--- src/hw/rtl/cpd_pkg.sv ---
// ----------------------------------------------------------------------------
// cpd_pkg: shared types and constants of the CRC-16 packet deframer
// Transaction structs, verdict and item codes, frame layout constants and
// the byte-wide CRC-16/CCITT-FALSE update.
// ----------------------------------------------------------------------------
package cpd_pkg;

  // Configuration register indexes
  localparam int unsigned CFG_INDEX_W = 1;
  localparam logic [CFG_INDEX_W-1:0] CFG_MAGIC   = 1'd0;
  localparam logic [CFG_INDEX_W-1:0] CFG_VERSION = 1'd1;
  localparam int unsigned CFG_DATA_W  = 8;

  // Result item kinds
  localparam logic KIND_PAYLOAD = 1'b0;
  localparam logic KIND_VERDICT = 1'b1;

  // Verdict codes
  localparam logic [2:0] VERDICT_OK           = 3'd0;
  localparam logic [2:0] VERDICT_TOO_SHORT    = 3'd1;
  localparam logic [2:0] VERDICT_BAD_HEADER   = 3'd2;
  localparam logic [2:0] VERDICT_LEN_MISMATCH = 3'd3;
  localparam logic [2:0] VERDICT_BAD_CRC      = 3'd4;

  // Frame layout
  localparam int unsigned POS_W        = 17;
  localparam logic [POS_W-1:0] POS_MAX = '1;
  localparam logic [POS_W-1:0] POS_MAGIC   = 17'd0;
  localparam logic [POS_W-1:0] POS_VERSION = 17'd1;
  localparam logic [POS_W-1:0] POS_TYPE    = 17'd2;
  localparam logic [POS_W-1:0] POS_SEQ     = 17'd3;
  localparam logic [POS_W-1:0] POS_LEN_LO  = 17'd4;
  localparam logic [POS_W-1:0] POS_LEN_HI  = 17'd5;
  localparam logic [POS_W-1:0] HEADER_LEN  = 17'd6;
  localparam logic [POS_W-1:0] MIN_LAST    = 17'd7;

  // CRC-16/CCITT-FALSE
  localparam logic [15:0] CRC_INIT = 16'hFFFF;
  localparam logic [15:0] CRC_POLY = 16'h1021;

  typedef struct packed {
    logic [7:0] data_byte;
    logic       last_byte;
  } in_t;

  typedef struct packed {
    logic        item_kind;
    logic [7:0]  payload_value;
    logic [2:0]  verdict;
    logic [7:0]  frame_type;
    logic [7:0]  frame_sequence;
    logic [15:0] frame_payload_length;
  } out_t;

  // One byte through the CRC, MSB first
  function automatic logic [15:0] crc_byte(input logic [15:0] crc, input logic [7:0] b);
    logic [15:0] c;
    c = crc ^ {b, 8'h00};
    for (int i = 0; i < 8; i++) begin
      if (c[15]) begin
        c = {c[14:0], 1'b0} ^ CRC_POLY;
      end else begin
        c = {c[14:0], 1'b0};
      end
    end
    return c;
  endfunction

endpackage

--- src/hw/rtl/crc16_packet_deframer_top.sv ---
// ----------------------------------------------------------------------------
// crc16_packet_deframer_top: streaming deframer for CRC-16 protected packets
// Checks magic, version, length and CRC-16/CCITT-FALSE of each received
// buffer, passes payload bytes on as they arrive and ends with a verdict.
//
//   Channel   Direction  Handshake             Payload
//   in        receive    in_valid / in_stall   cpd_pkg::in_t  (data_byte, last_byte)
//   out       send       out_valid / out_stall cpd_pkg::out_t (kind, payload, verdict, header)
//   cfg       receive    cfg_write             cfg_index, cfg_data (magic, version)
//
// One byte per cycle sustained while out does not stall. A byte is registered
// on entry and processed from the input register; its result, if any, is
// loaded into the output register. The byte-wide CRC update sits between the
// input register and the output register. Reset clears all frame state and
// loads magic and version with zero. A stall on out holds the output register
// and the input register, which raises in_stall.
// ----------------------------------------------------------------------------
module crc16_packet_deframer_top (
  input  logic                               clk,
  input  logic                               rst,
  input  logic                               in_valid,
  output logic                               in_stall,
  input  cpd_pkg::in_t                       in_data,
  output logic                               out_valid,
  input  logic                               out_stall,
  output cpd_pkg::out_t                      out_data,
  input  logic                               cfg_write,
  input  logic [cpd_pkg::CFG_INDEX_W-1:0]    cfg_index,
  input  logic [cpd_pkg::CFG_DATA_W-1:0]     cfg_data
);
  import cpd_pkg::*;

  logic [7:0] magic_value;
  logic [7:0] version_value;
  logic       item_valid;
  in_t        item;
  logic       advance;
  logic       step;
  logic       result_valid;
  out_t       result;

  // Configuration registers
  always_ff @(posedge clk) begin
    if (rst) begin
      magic_value   <= '0;
      version_value <= '0;
    end else if (cfg_write) begin
      case (cfg_index)
        CFG_MAGIC:   magic_value <= cfg_data;
        CFG_VERSION: version_value <= cfg_data;
        default: ;
      endcase
    end
  end

  // Pipeline moves whenever the output register is free or draining
  assign advance  = !out_valid || !out_stall;
  assign step     = item_valid && advance;
  assign in_stall = item_valid && !advance;

  // Input register
  always_ff @(posedge clk) begin
    if (rst) begin
      item_valid <= 1'b0;
    end else if (!in_stall) begin
      item_valid <= in_valid;
    end
  end

  always_ff @(posedge clk) begin
    if (in_valid && !in_stall) begin
      item <= in_data;
    end
  end

  cpd_frame_tracker u_tracker (
    .clk           (clk),
    .rst           (rst),
    .step          (step),
    .item          (item),
    .magic_value   (magic_value),
    .version_value (version_value),
    .result_valid  (result_valid),
    .result        (result)
  );

  // Output register
  always_ff @(posedge clk) begin
    if (rst) begin
      out_valid <= 1'b0;
    end else if (advance) begin
      out_valid <= step && result_valid;
    end
  end

  always_ff @(posedge clk) begin
    if (advance && step) begin
      out_data <= result;
    end
  end

  // A held input item and a free output register always make progress
  a_no_deadlock: assert property (@(posedge clk) disable iff (rst)
    item_valid && !out_valid |-> !in_stall)
    else $error("input held with empty output register");

  // A verdict output always carries zero payload
  a_verdict_clean: assert property (@(posedge clk) disable iff (rst)
    out_valid && out_data.item_kind == KIND_VERDICT |-> out_data.payload_value == '0)
    else $error("verdict with payload data");

  // A payload output always carries zero header fields
  a_payload_clean: assert property (@(posedge clk) disable iff (rst)
    out_valid && out_data.item_kind == KIND_PAYLOAD |->
      out_data.verdict == VERDICT_OK && out_data.frame_payload_length == '0)
    else $error("payload item with verdict fields");

endmodule

--- src/hw/rtl/cpd_frame_tracker.sv ---
// ----------------------------------------------------------------------------
// cpd_frame_tracker: per-frame state and combinational byte processing
// Tracks byte position, header fields, running CRC and received CRC, and
// forms the result of each payload or last byte: a tentative payload byte or a verdict.
// ----------------------------------------------------------------------------
module cpd_frame_tracker (
  input  logic          clk,
  input  logic          rst,
  input  logic          step,
  input  cpd_pkg::in_t  item,
  input  logic [7:0]    magic_value,
  input  logic [7:0]    version_value,
  output logic          result_valid,
  output cpd_pkg::out_t result
);
  import cpd_pkg::*;

  logic [POS_W-1:0] pos, pos_next;
  logic [15:0]      running_crc, running_crc_next;
  logic             header_ok, header_ok_next;
  logic [7:0]       held_type, held_type_next;
  logic [7:0]       held_sequence, held_sequence_next;
  logic [15:0]      held_length, held_length_next;
  logic [15:0]      received_crc, received_crc_next;

  logic [POS_W-1:0] crc_end;
  logic             in_crc;
  logic             is_payload;
  logic [7:0]       b;

  // Decode one byte against the current frame state
  always_comb begin
    b                  = item.data_byte;
    crc_end            = {1'b0, held_length} + HEADER_LEN;
    header_ok_next     = header_ok;
    held_type_next     = held_type;
    held_sequence_next = held_sequence;
    held_length_next   = held_length;
    running_crc_next   = running_crc;
    received_crc_next  = received_crc;

    case (pos)
      POS_MAGIC:   if (b != magic_value) header_ok_next = 1'b0;
      POS_VERSION: if (b != version_value) header_ok_next = 1'b0;
      POS_TYPE:    held_type_next = b;
      POS_SEQ:     held_sequence_next = b;
      POS_LEN_LO:  held_length_next = {held_length[15:8], b};
      POS_LEN_HI:  held_length_next = {b, held_length[7:0]};
      default: ;
    endcase

    in_crc     = pos < crc_end;
    is_payload = in_crc && (pos >= HEADER_LEN);
    if (in_crc) begin
      running_crc_next = crc_byte(running_crc, b);
    end else if (pos == crc_end) begin
      received_crc_next = {received_crc[15:8], b};
    end else if (pos == crc_end + 17'd1) begin
      received_crc_next = {b, received_crc[7:0]};
    end

    pos_next = (pos != POS_MAX) ? pos + 17'd1 : pos;

    // Form the result
    result       = '0;
    result_valid = item.last_byte || is_payload;
    if (item.last_byte) begin
      result.item_kind            = KIND_VERDICT;
      result.frame_type           = held_type_next;
      result.frame_sequence       = held_sequence_next;
      result.frame_payload_length = held_length_next;
      if (pos < MIN_LAST) begin
        result.verdict = VERDICT_TOO_SHORT;
      end else if (!header_ok_next) begin
        result.verdict = VERDICT_BAD_HEADER;
      end else if (pos == POS_MAX || pos != {1'b0, held_length_next} + MIN_LAST) begin
        result.verdict = VERDICT_LEN_MISMATCH;
      end else if (received_crc_next != running_crc_next) begin
        result.verdict = VERDICT_BAD_CRC;
      end else begin
        result.verdict = VERDICT_OK;
      end
    end else begin
      result.item_kind     = KIND_PAYLOAD;
      result.payload_value = b;
    end
  end

  // Advance frame state; clear it after a verdict
  always_ff @(posedge clk) begin
    if (rst || (step && item.last_byte)) begin
      pos           <= '0;
      running_crc   <= CRC_INIT;
      header_ok     <= 1'b1;
      held_type     <= '0;
      held_sequence <= '0;
      held_length   <= '0;
      received_crc  <= '0;
    end else if (step) begin
      pos           <= pos_next;
      running_crc   <= running_crc_next;
      header_ok     <= header_ok_next;
      held_type     <= held_type_next;
      held_sequence <= held_sequence_next;
      held_length   <= held_length_next;
      received_crc  <= received_crc_next;
    end
  end

  // A verdict returns the tracker to the start of a frame
  a_clear_after_last: assert property (@(posedge clk) disable iff (rst)
    step && item.last_byte |=> pos == '0 && running_crc == CRC_INIT && header_ok)
    else $error("frame state not cleared after last byte");

  // Payload is only reported past the header
  a_payload_after_header: assert property (@(posedge clk) disable iff (rst)
    step && result_valid && result.item_kind == KIND_PAYLOAD |-> pos >= HEADER_LEN)
    else $error("payload reported inside header");

  // The position counter holds at its maximum
  a_pos_saturates: assert property (@(posedge clk) disable iff (rst)
    step && !item.last_byte && pos == POS_MAX |=> pos == POS_MAX)
    else $error("byte position wrapped");

  // The length field cannot change once the header has passed
  a_length_stable: assert property (@(posedge clk) disable iff (rst)
    step && !item.last_byte && pos > POS_LEN_HI |=> $stable(held_length))
    else $error("length changed after header");

endmodule
--- config.mk ---
export PLATFORM = sky130hd
export DESIGN_NAME = crc16_packet_deframer_top
export DESIGN_NICKNAME = d
export VERILOG_FILES = /design/src/hw/rtl/cpd_pkg.sv /design/src/hw/rtl/crc16_packet_deframer_top.sv /design/src/hw/rtl/cpd_frame_tracker.sv
export SDC_FILE = /design/constraint.sdc
export NUM_CORES = 1
export LEC_CHECK = 0
export ABC_AREA = 1
export BUFFER_PORTS_ARGS = -buffer_cell sky130_fd_sc_hd__buf_4
export CAP_MARGIN = 20
export CORE_AREA = 2 2 143 145
export CTS_BUF_LIST = sky130_fd_sc_hd__clkbuf_8
export DETAILED_ROUTE_END_ITERATION = 8
export DIE_AREA = 0 0 145 147
export GPL_TIMING_DRIVEN = 0
export PLACE_DENSITY_LB_ADDON = 0.3
export SYNTH_ARGS = -nofsm -noshare
export SYNTH_HDL_FRONTEND = slang
export SYNTH_SLANG_ARGS = --single-unit
--- constraint.sdc ---
create_clock -name clk -period 11.3 [get_ports clk]
set_clock_uncertainty 0.05 [all_clocks]
set_input_delay 1.13 -clock clk [delete_from_list [all_inputs] [get_ports clk]]
set_output_delay 1.13 -clock clk [all_outputs]
set_load 0.005 [all_outputs]
=== Word level (Yosys, flattened, before mapping) ===
Cells that the tools add are included.

* Add/subtract/negate cells: 4
* Multiply operators: 0
* Div/mod/pow operators: 0
* Magnitude comparators: 3
* Equality and inequality tests: 13
* Shifts and indexed selects: 0
* Muxes and demuxes: 30
* Bitwise gates (word level): 12
* Reduce and logical (&&, ||, !) cells: 21

{| class="wikitable"
|+ Operators with widths
! kind !! count
|-
| $mux W16 || 11
|-
| $mux W13 || 8
|-
| $add A16 B3 Y17 const B || 2
|-
| $add A17 B1 Y17 const B || 2
|-
| $eq A17 B17 Y1 || 2
|-
| $eq A17 B2 Y1 const B || 2
|-
| $eq A17 B3 Y1 const B || 2
|-
| $pmux W16 S2 || 1
|-
| $not A3 Y3 || 8
|-
| $eq A17 B1 Y1 const B || 1
|-
| $eq A17 B17 Y1 const B || 1
|-
| $ge A17 B3 Y1 const B || 1
|-
| $logic_not A17 Y1 || 1
|-
| $lt A17 B17 Y1 || 1
|-
| $lt A17 B3 Y1 const B || 1
|-
| $ne A17 B17 Y1 || 1
|-
| $ne A17 B17 Y1 const B || 1
|-
| $mux W8 || 2
|-
| $ne A16 B16 Y1 || 1
|-
| $ne A8 B8 Y1 || 2
|-
| $xor A16 B16 Y16 || 1
|-
| $logic_and A1 B1 Y1 || 7
|-
| $reduce_and A2 Y1 || 3
|-
| $logic_not A1 Y1 || 4
|-
| 8 further kinds || 17
|}

* Register bits: 153
* Latch bits: 0
* RAM bits: 0
* Bits in read-only memories: 0
* Output and inout port bits: 46
* Word-level logic and storage cells: 104
* Memories: 0

=== Logic depth before layout (Yosys ltp) ===
* Depth after elaboration: 30
* Gate-level depth with buffers: 29

=== Hierarchy ===
A second synthesis with hierarchy kept.

* Cell total of the unflattened synthesis: 1429
* Area total of the unflattened synthesis: 9825.7 µm²

{| class="wikitable"
|+ Modules (own cells, without submodules)
! module !! instances !! cells an instance !! area an instance (µm²) !! sequential area each (µm²)
|-
| cpd_frame_tracker || 1 || 1275 || 7494.7 || 1641.6
|-
| crc16_packet_deframer_top || 1 || 154 || 2331.0 || 1951.9
|}

=== Worst setup path after synthesis ===
OpenSTA, ideal clock, no wires.

* Path kind: register to register
* From: register u_tracker.held_length[1]
* To: register out_data[34] (netlist name), data pin
* Library setup time: 252 ps
* Data arrival time: 3245 ps
* Required time: 10998 ps
* Setup slack: 7753 ps
* Stages on the path, launching flop included: 25
* Period minus slack after synthesis: 3547 ps
* Cells stage by stage: dfxtp_1 inv_1 ha_1 inv_2 nand2_2 nor2_2 nand3_1 nand2_1 nand2_1 ha_1 nand4_1 nor2_1 nand3b_1 nand3_1 nand2_1 clkbuf_1 a21oi_1 xor2_1 nand2_1 nor2_1 nand2_1 a21oi_1 nand3_1 nor2_1 nor2_1

* Longest elaborated chain between the ends: 8

{| class="wikitable"
|+ RTL lines
! item !! RTL line !! text
|-
| from (decl) || cpd_frame_tracker.sv:23 || <nowiki>logic [15:0] held_length, held_length_next;</nowiki>
|-
| from (signal assigned) || cpd_frame_tracker.sv:105 || <nowiki>held_length <= held_length_next;</nowiki>
|-
| $add A16 B3 Y17 || cpd_frame_tracker.sv:34 || <nowiki>crc_end = {1'b0, held_length} + HEADER_LEN;</nowiki>
|-
| $add A17 B1 Y17 || cpd_frame_tracker.sv:58 || <nowiki>end else if (pos == crc_end + 17'd1) begin</nowiki>
|-
| $eq A17 B17 Y1 || cpd_frame_tracker.sv:58 ||
|-
| $mux W16 || cpd_frame_tracker.sv:58 ||
|-
| $mux W16 || cpd_frame_tracker.sv:56 || <nowiki>end else if (pos == crc_end) begin</nowiki>
|-
| $mux W16 || cpd_frame_tracker.sv:54 || <nowiki>if (in_crc) begin</nowiki>
|-
| $ne A16 B16 Y1 || cpd_frame_tracker.sv:78 || <nowiki>end else if (received_crc_next != running_crc_next) begin</nowiki>
|-
| $mux W3 || cpd_frame_tracker.sv:78 ||
|-
| to (signal assigned) || crc16_packet_deframer_top.sv:98 || <nowiki>out_data <= result;</nowiki>
|-
| to (decl) || crc16_packet_deframer_top.sv:26 || <nowiki>output cpd_pkg::out_t out_data,</nowiki>
|}

Parallel ways exist; a longest one is shown, timed or not.
A chain may end at the register's enable or synchronous reset.

=== Worst setup path in the final report ===
Ends and elaborated chain as after synthesis.

==> results by group <==
Synth
  • Yosys top cell area share: 20.6%
  • Seq/Total Area, Yosys: 36.9%
  • Synth Flop Type: dfxtp_1
  • Largest cells by area after synthesis: dfxtp_1 (21%), edfxtp_1 (16%), nand2_1 (12%), inv_1 (6.6%), nor2_1 (6.4%)
  • Synth Area in Adders: 3.34%
  • Netlist Area Pre-Place: 0.00973 mm2
  • EDFF count, synth: 53
  • Synth Register Bits: 153
  • Mux cell area share after synthesis: 0%
  • Area fraction in compound gates after synthesis: 13.3%
  • Mapped Cells: 1396
  • Ys Warns: 0
  • Syn_nets: 1445
  • Syn Area/Cell: 6.97 um2
  • FFs w/ async S/R, synth: 0%
  • Largest family of logic cells by synthesized area: simple AND/OR/NAND/NOR gates
  • Yosys cell types: 43
  • Simple-Gate Fraction of Synth Area: 32.4%
  • Area leader, netlist: dfxtp_1
  • Synth Area in XOR/XNOR: 4.59%

Setup path
  • Data arrival, critical path: 4.85 ns
  • Worst-path maximum fanout: 10
  • Worst R2R Setup Slack: 6.64 ns
  • WP data required: 11.49 ns
  • Startpoint types: flop
  • CP endpoint kind: flop
  • Reg2reg end: out_data[34]
  • RR Startpoint: u_tracker.held_length[1]
  • R2R cell count: 24
  • Crit path kind: reg -> reg

Clock tree
  • H-tree lvl count: 4
  • Clk_lat worst skew: 0.49 ns
  • Num CTS Buffers: 17
  • # hold bufs at CTS: 0
  • Root buffer cell: clkbuf_8
  • Resized Gates After CTS: 0
  • Clock sink total: 153
  • Clk buf depth: 2
  • TritonCTS clock tree: done
  • Clk slew on worst S/H paths: 0.10 ns
  • Post-CTS Setup Bufs: 0

Detailed routing
  • Via density: 5.38
  • DR pass1 iterations: 5
  • Mean routed wirelength per cell: 16.2 um
  • DRC: 0
  • Via count: 9502
  • Post-DRT Antenna Nets: 0
  • DRT Wirelength: 28700 um
  • 1st-iter DRT viols: 927

STA
  • Fmax: 215 MHz
  • Slew headroom: 48.5%
  • Slew @ Worst Pin: 0.765 ns
  • Final Max Tran Viols: 0
  • Unrepaired setup endpoints after global routing: false
  • Fin. Hold Viols: 0
  • Final Cycle Share: 41.2%
  • Setup-failing EPs final: 0
  • Setup TNS: 0 ns
  • Post-layout min period: 4.66 ns

Power and ir drop
  • Sw Ratio: 34.2%
  • Share of power burned in registers: 46.1%
  • Leakage: 0.00489 uW
  • Power share of the clock group: 32.9%
  • Pwr dens: 123 mW/mm2
  • Cell Int Power: 895 uW
  • Switching pwr: 466 uW
  • VDD IR max: 0.110 mV
  • Comb power frac: 21.0%

Final layout
  • Number of inserted diodes: 0
  • Layout cell share with drive strength beyond 1: 13.2%
  • # nets final: 1533
  • Post-Route Utilization: 55.6%
  • Post-Layout Inst Area: 0.0110 mm2
  • Area delta synth->final: 13.4%

Floorplan
  • Row cnt: 52
  • Core Area: 0.0198 mm2
  • Die Span Y: 147 um
  • Full die area: 0.0213 mm2
  • Die X: 145 um
  • Initial Util: 49.0%
  • IO Pins: 69

GRT
  • Largest net degree at the start of global routing: 36
  • GRT Residual Overflow: 0
  • Gr usage total: 27.1%
  • Initial antenna violation count: 1
  • First-pass GRT wire length: 45200 um
  • Vias in the first global route: 8781

Min path
  • Hold Path Class: reg -> reg
  • Worst Min Path Start: magic_value[5]
  • Worst Hold Depth: 2
  • Hold EP: magic_value[5]

Flow run
  • # Max-Cap Violations: 0

Place
  • DP Wirelength: 21800 um
  • GPL Wtd Cong: 0.945
  • Buffers on Ports: 68
  • Placed Area: 0.0106 mm2

Status
  • Status: completed
==> stage by stage <==
step           instances  setup WS (ns)  hold slack [ns]  total power, uW
6_report            1767           6.64            0.432             1360
3_5_place_dp        1735           6.77            0.412              920
3_3_place_gp        1734           6.76            0.402              913
5_1_grt             1767           6.27            0.435             1420
2_1_floorplan       1396           7.75            0.388              834
4_1_cts             1767           6.74            0.427             1360
==> cell usage in the layout (no fill, tap or decap), types with 4 or more instances in the layout <==
master    netlist  layout
nand2_1       319     319
inv_1         171     171
nor2_1        166     166
o21ai_0       115     115
dfxtp_1       100     100
nand3_1        80      80
a21oi_1        79      79
buf_4           2      70
edfxtp_1       53      53
nand4_1        38      38
clkbuf_1       33      32
xnor2_1        26      26
ha_1           26      26
xor2_1         25      25
o211ai_1       20      20
nand2_2        19      19
inv_2          18      18
clkbuf_8        0      17
nor2_2         15      15
nor3_1         15      15
o21ai_1        13      13
nor2_4         10      10
nand3_2         7       7
nor4_1          6       6
nand3b_1        6       6
o21ai_2         5       5
or2_2           5       5
clkinv_8        0       5
buf_6           4       4
inv_8           0       4
==> cell type report <==
type | count | area [um2]
inverter | 191 | 717
clock inverter | 15 | 200
multi-input combinational | 1009 | 5210
fill | 1886 | 8810
buffer | 43 | 204
clock buffer | 17 | 234
tap | 270 | 338
timing repair buffer | 69 | 531
sequential | 153 | 3590
==> flip-flops by register name, summed over array words and instances (netlist names) <==
register	count
item_valid	1
u_tracker.header_ok	1
u_tracker.held_length	16
out_valid	1
out_data	44
u_tracker.received_crc	16
version_value	8
u_tracker.held_sequence	8
u_tracker.running_crc	16
item	9
magic_value	8
u_tracker.held_type	8
u_tracker.pos	17
==> cells in the mapped netlist, types with 2 or more instances <==
master	number
nor2_4	10
o21ai_0	115
nor4_1	6
xnor2_1	26
nor3_1	15
inv_2	18
buf_6	4
nand2_1	319
o21ai_1	13
o21ai_2	5
edfxtp_1	53
a21oi_1	79
nand3b_1	6
or2_2	5
dfxtp_1	100
xor2_1	25
buf_2	3
ha_1	26
buf_4	2
inv_1	171
clkbuf_1	33
o211ai_1	20
clkinv_1	2
nor2_2	15
nand3_2	7
nand3_1	80
nand2_2	19
nor2_1	166
a31oi_1	2
nand4_1	38
==> power by group through the flow <==
stage                     Sequential (uW)  Clock [uW]  Combinational [uW]
after floorplan                       633           0                 202
after global placement                639           0                 274
after detailed placement              639           0                 281
after CTS                             627         450                 283
after global routing                  631         471                 321
final                                 627         448                 286
==> logic make-up after synthesis <==
kind of cell / count (synthesis)
AO/OA/AOI/OAI: 239
buffers and inverters: 234
flip-flops: 153
AND/OR/NAND/NOR: 693
XOR/XNOR: 51
adder cells (fa/ha/maj): 26
==> layer usage <==
layer  part of all wire (%)  global-route usage (%)  vias to the layer above
met5                  0.028                       0                        -
met4                    4.5                    13.8                        2
met3                    7.0                    5.31                       84
met2                     45                    43.7                      332
met1                     43                    34.7                     4337
li1                       -                       -                     4747
==> worst max-delay path, cell delays in order (launching register included) <==
cell      delay, ns
dfxtp_1        0.44
inv_1          0.14
ha_1           0.29
inv_2          0.08
nand2_2        0.09
nor2_2         0.18
nand3_1        0.09
nand2_1        0.09
nand2_1        0.12
ha_1           0.31
nand4_1        0.18
a21oi_1        0.06
nor2_1         0.17
nand3_1        0.27
inv_1          0.29
clkbuf_1       0.33
clkbuf_1       0.39
nand2_1        0.10
o21ai_0        0.18
nand3b_1       0.16
nand2_1        0.05
nor2_1         0.08
nand3_1        0.09
nor2_1         0.11
nor2_1         0.07
==> worst max-delay path by stage <==
stage                         to  cells after the start                      from
floorplan           out_data[34]                     24  u_tracker.held_length[1]
global placement    out_data[34]                     24  u_tracker.held_length[1]
detailed placement  out_data[34]                     24  u_tracker.held_length[1]
CTS                 out_data[34]                     24  u_tracker.held_length[1]
global route        out_data[34]                     24  u_tracker.held_length[1]
finish              out_data[34]                     24  u_tracker.held_length[1]
No activity file was read; power rests on OpenSTA's default activity.
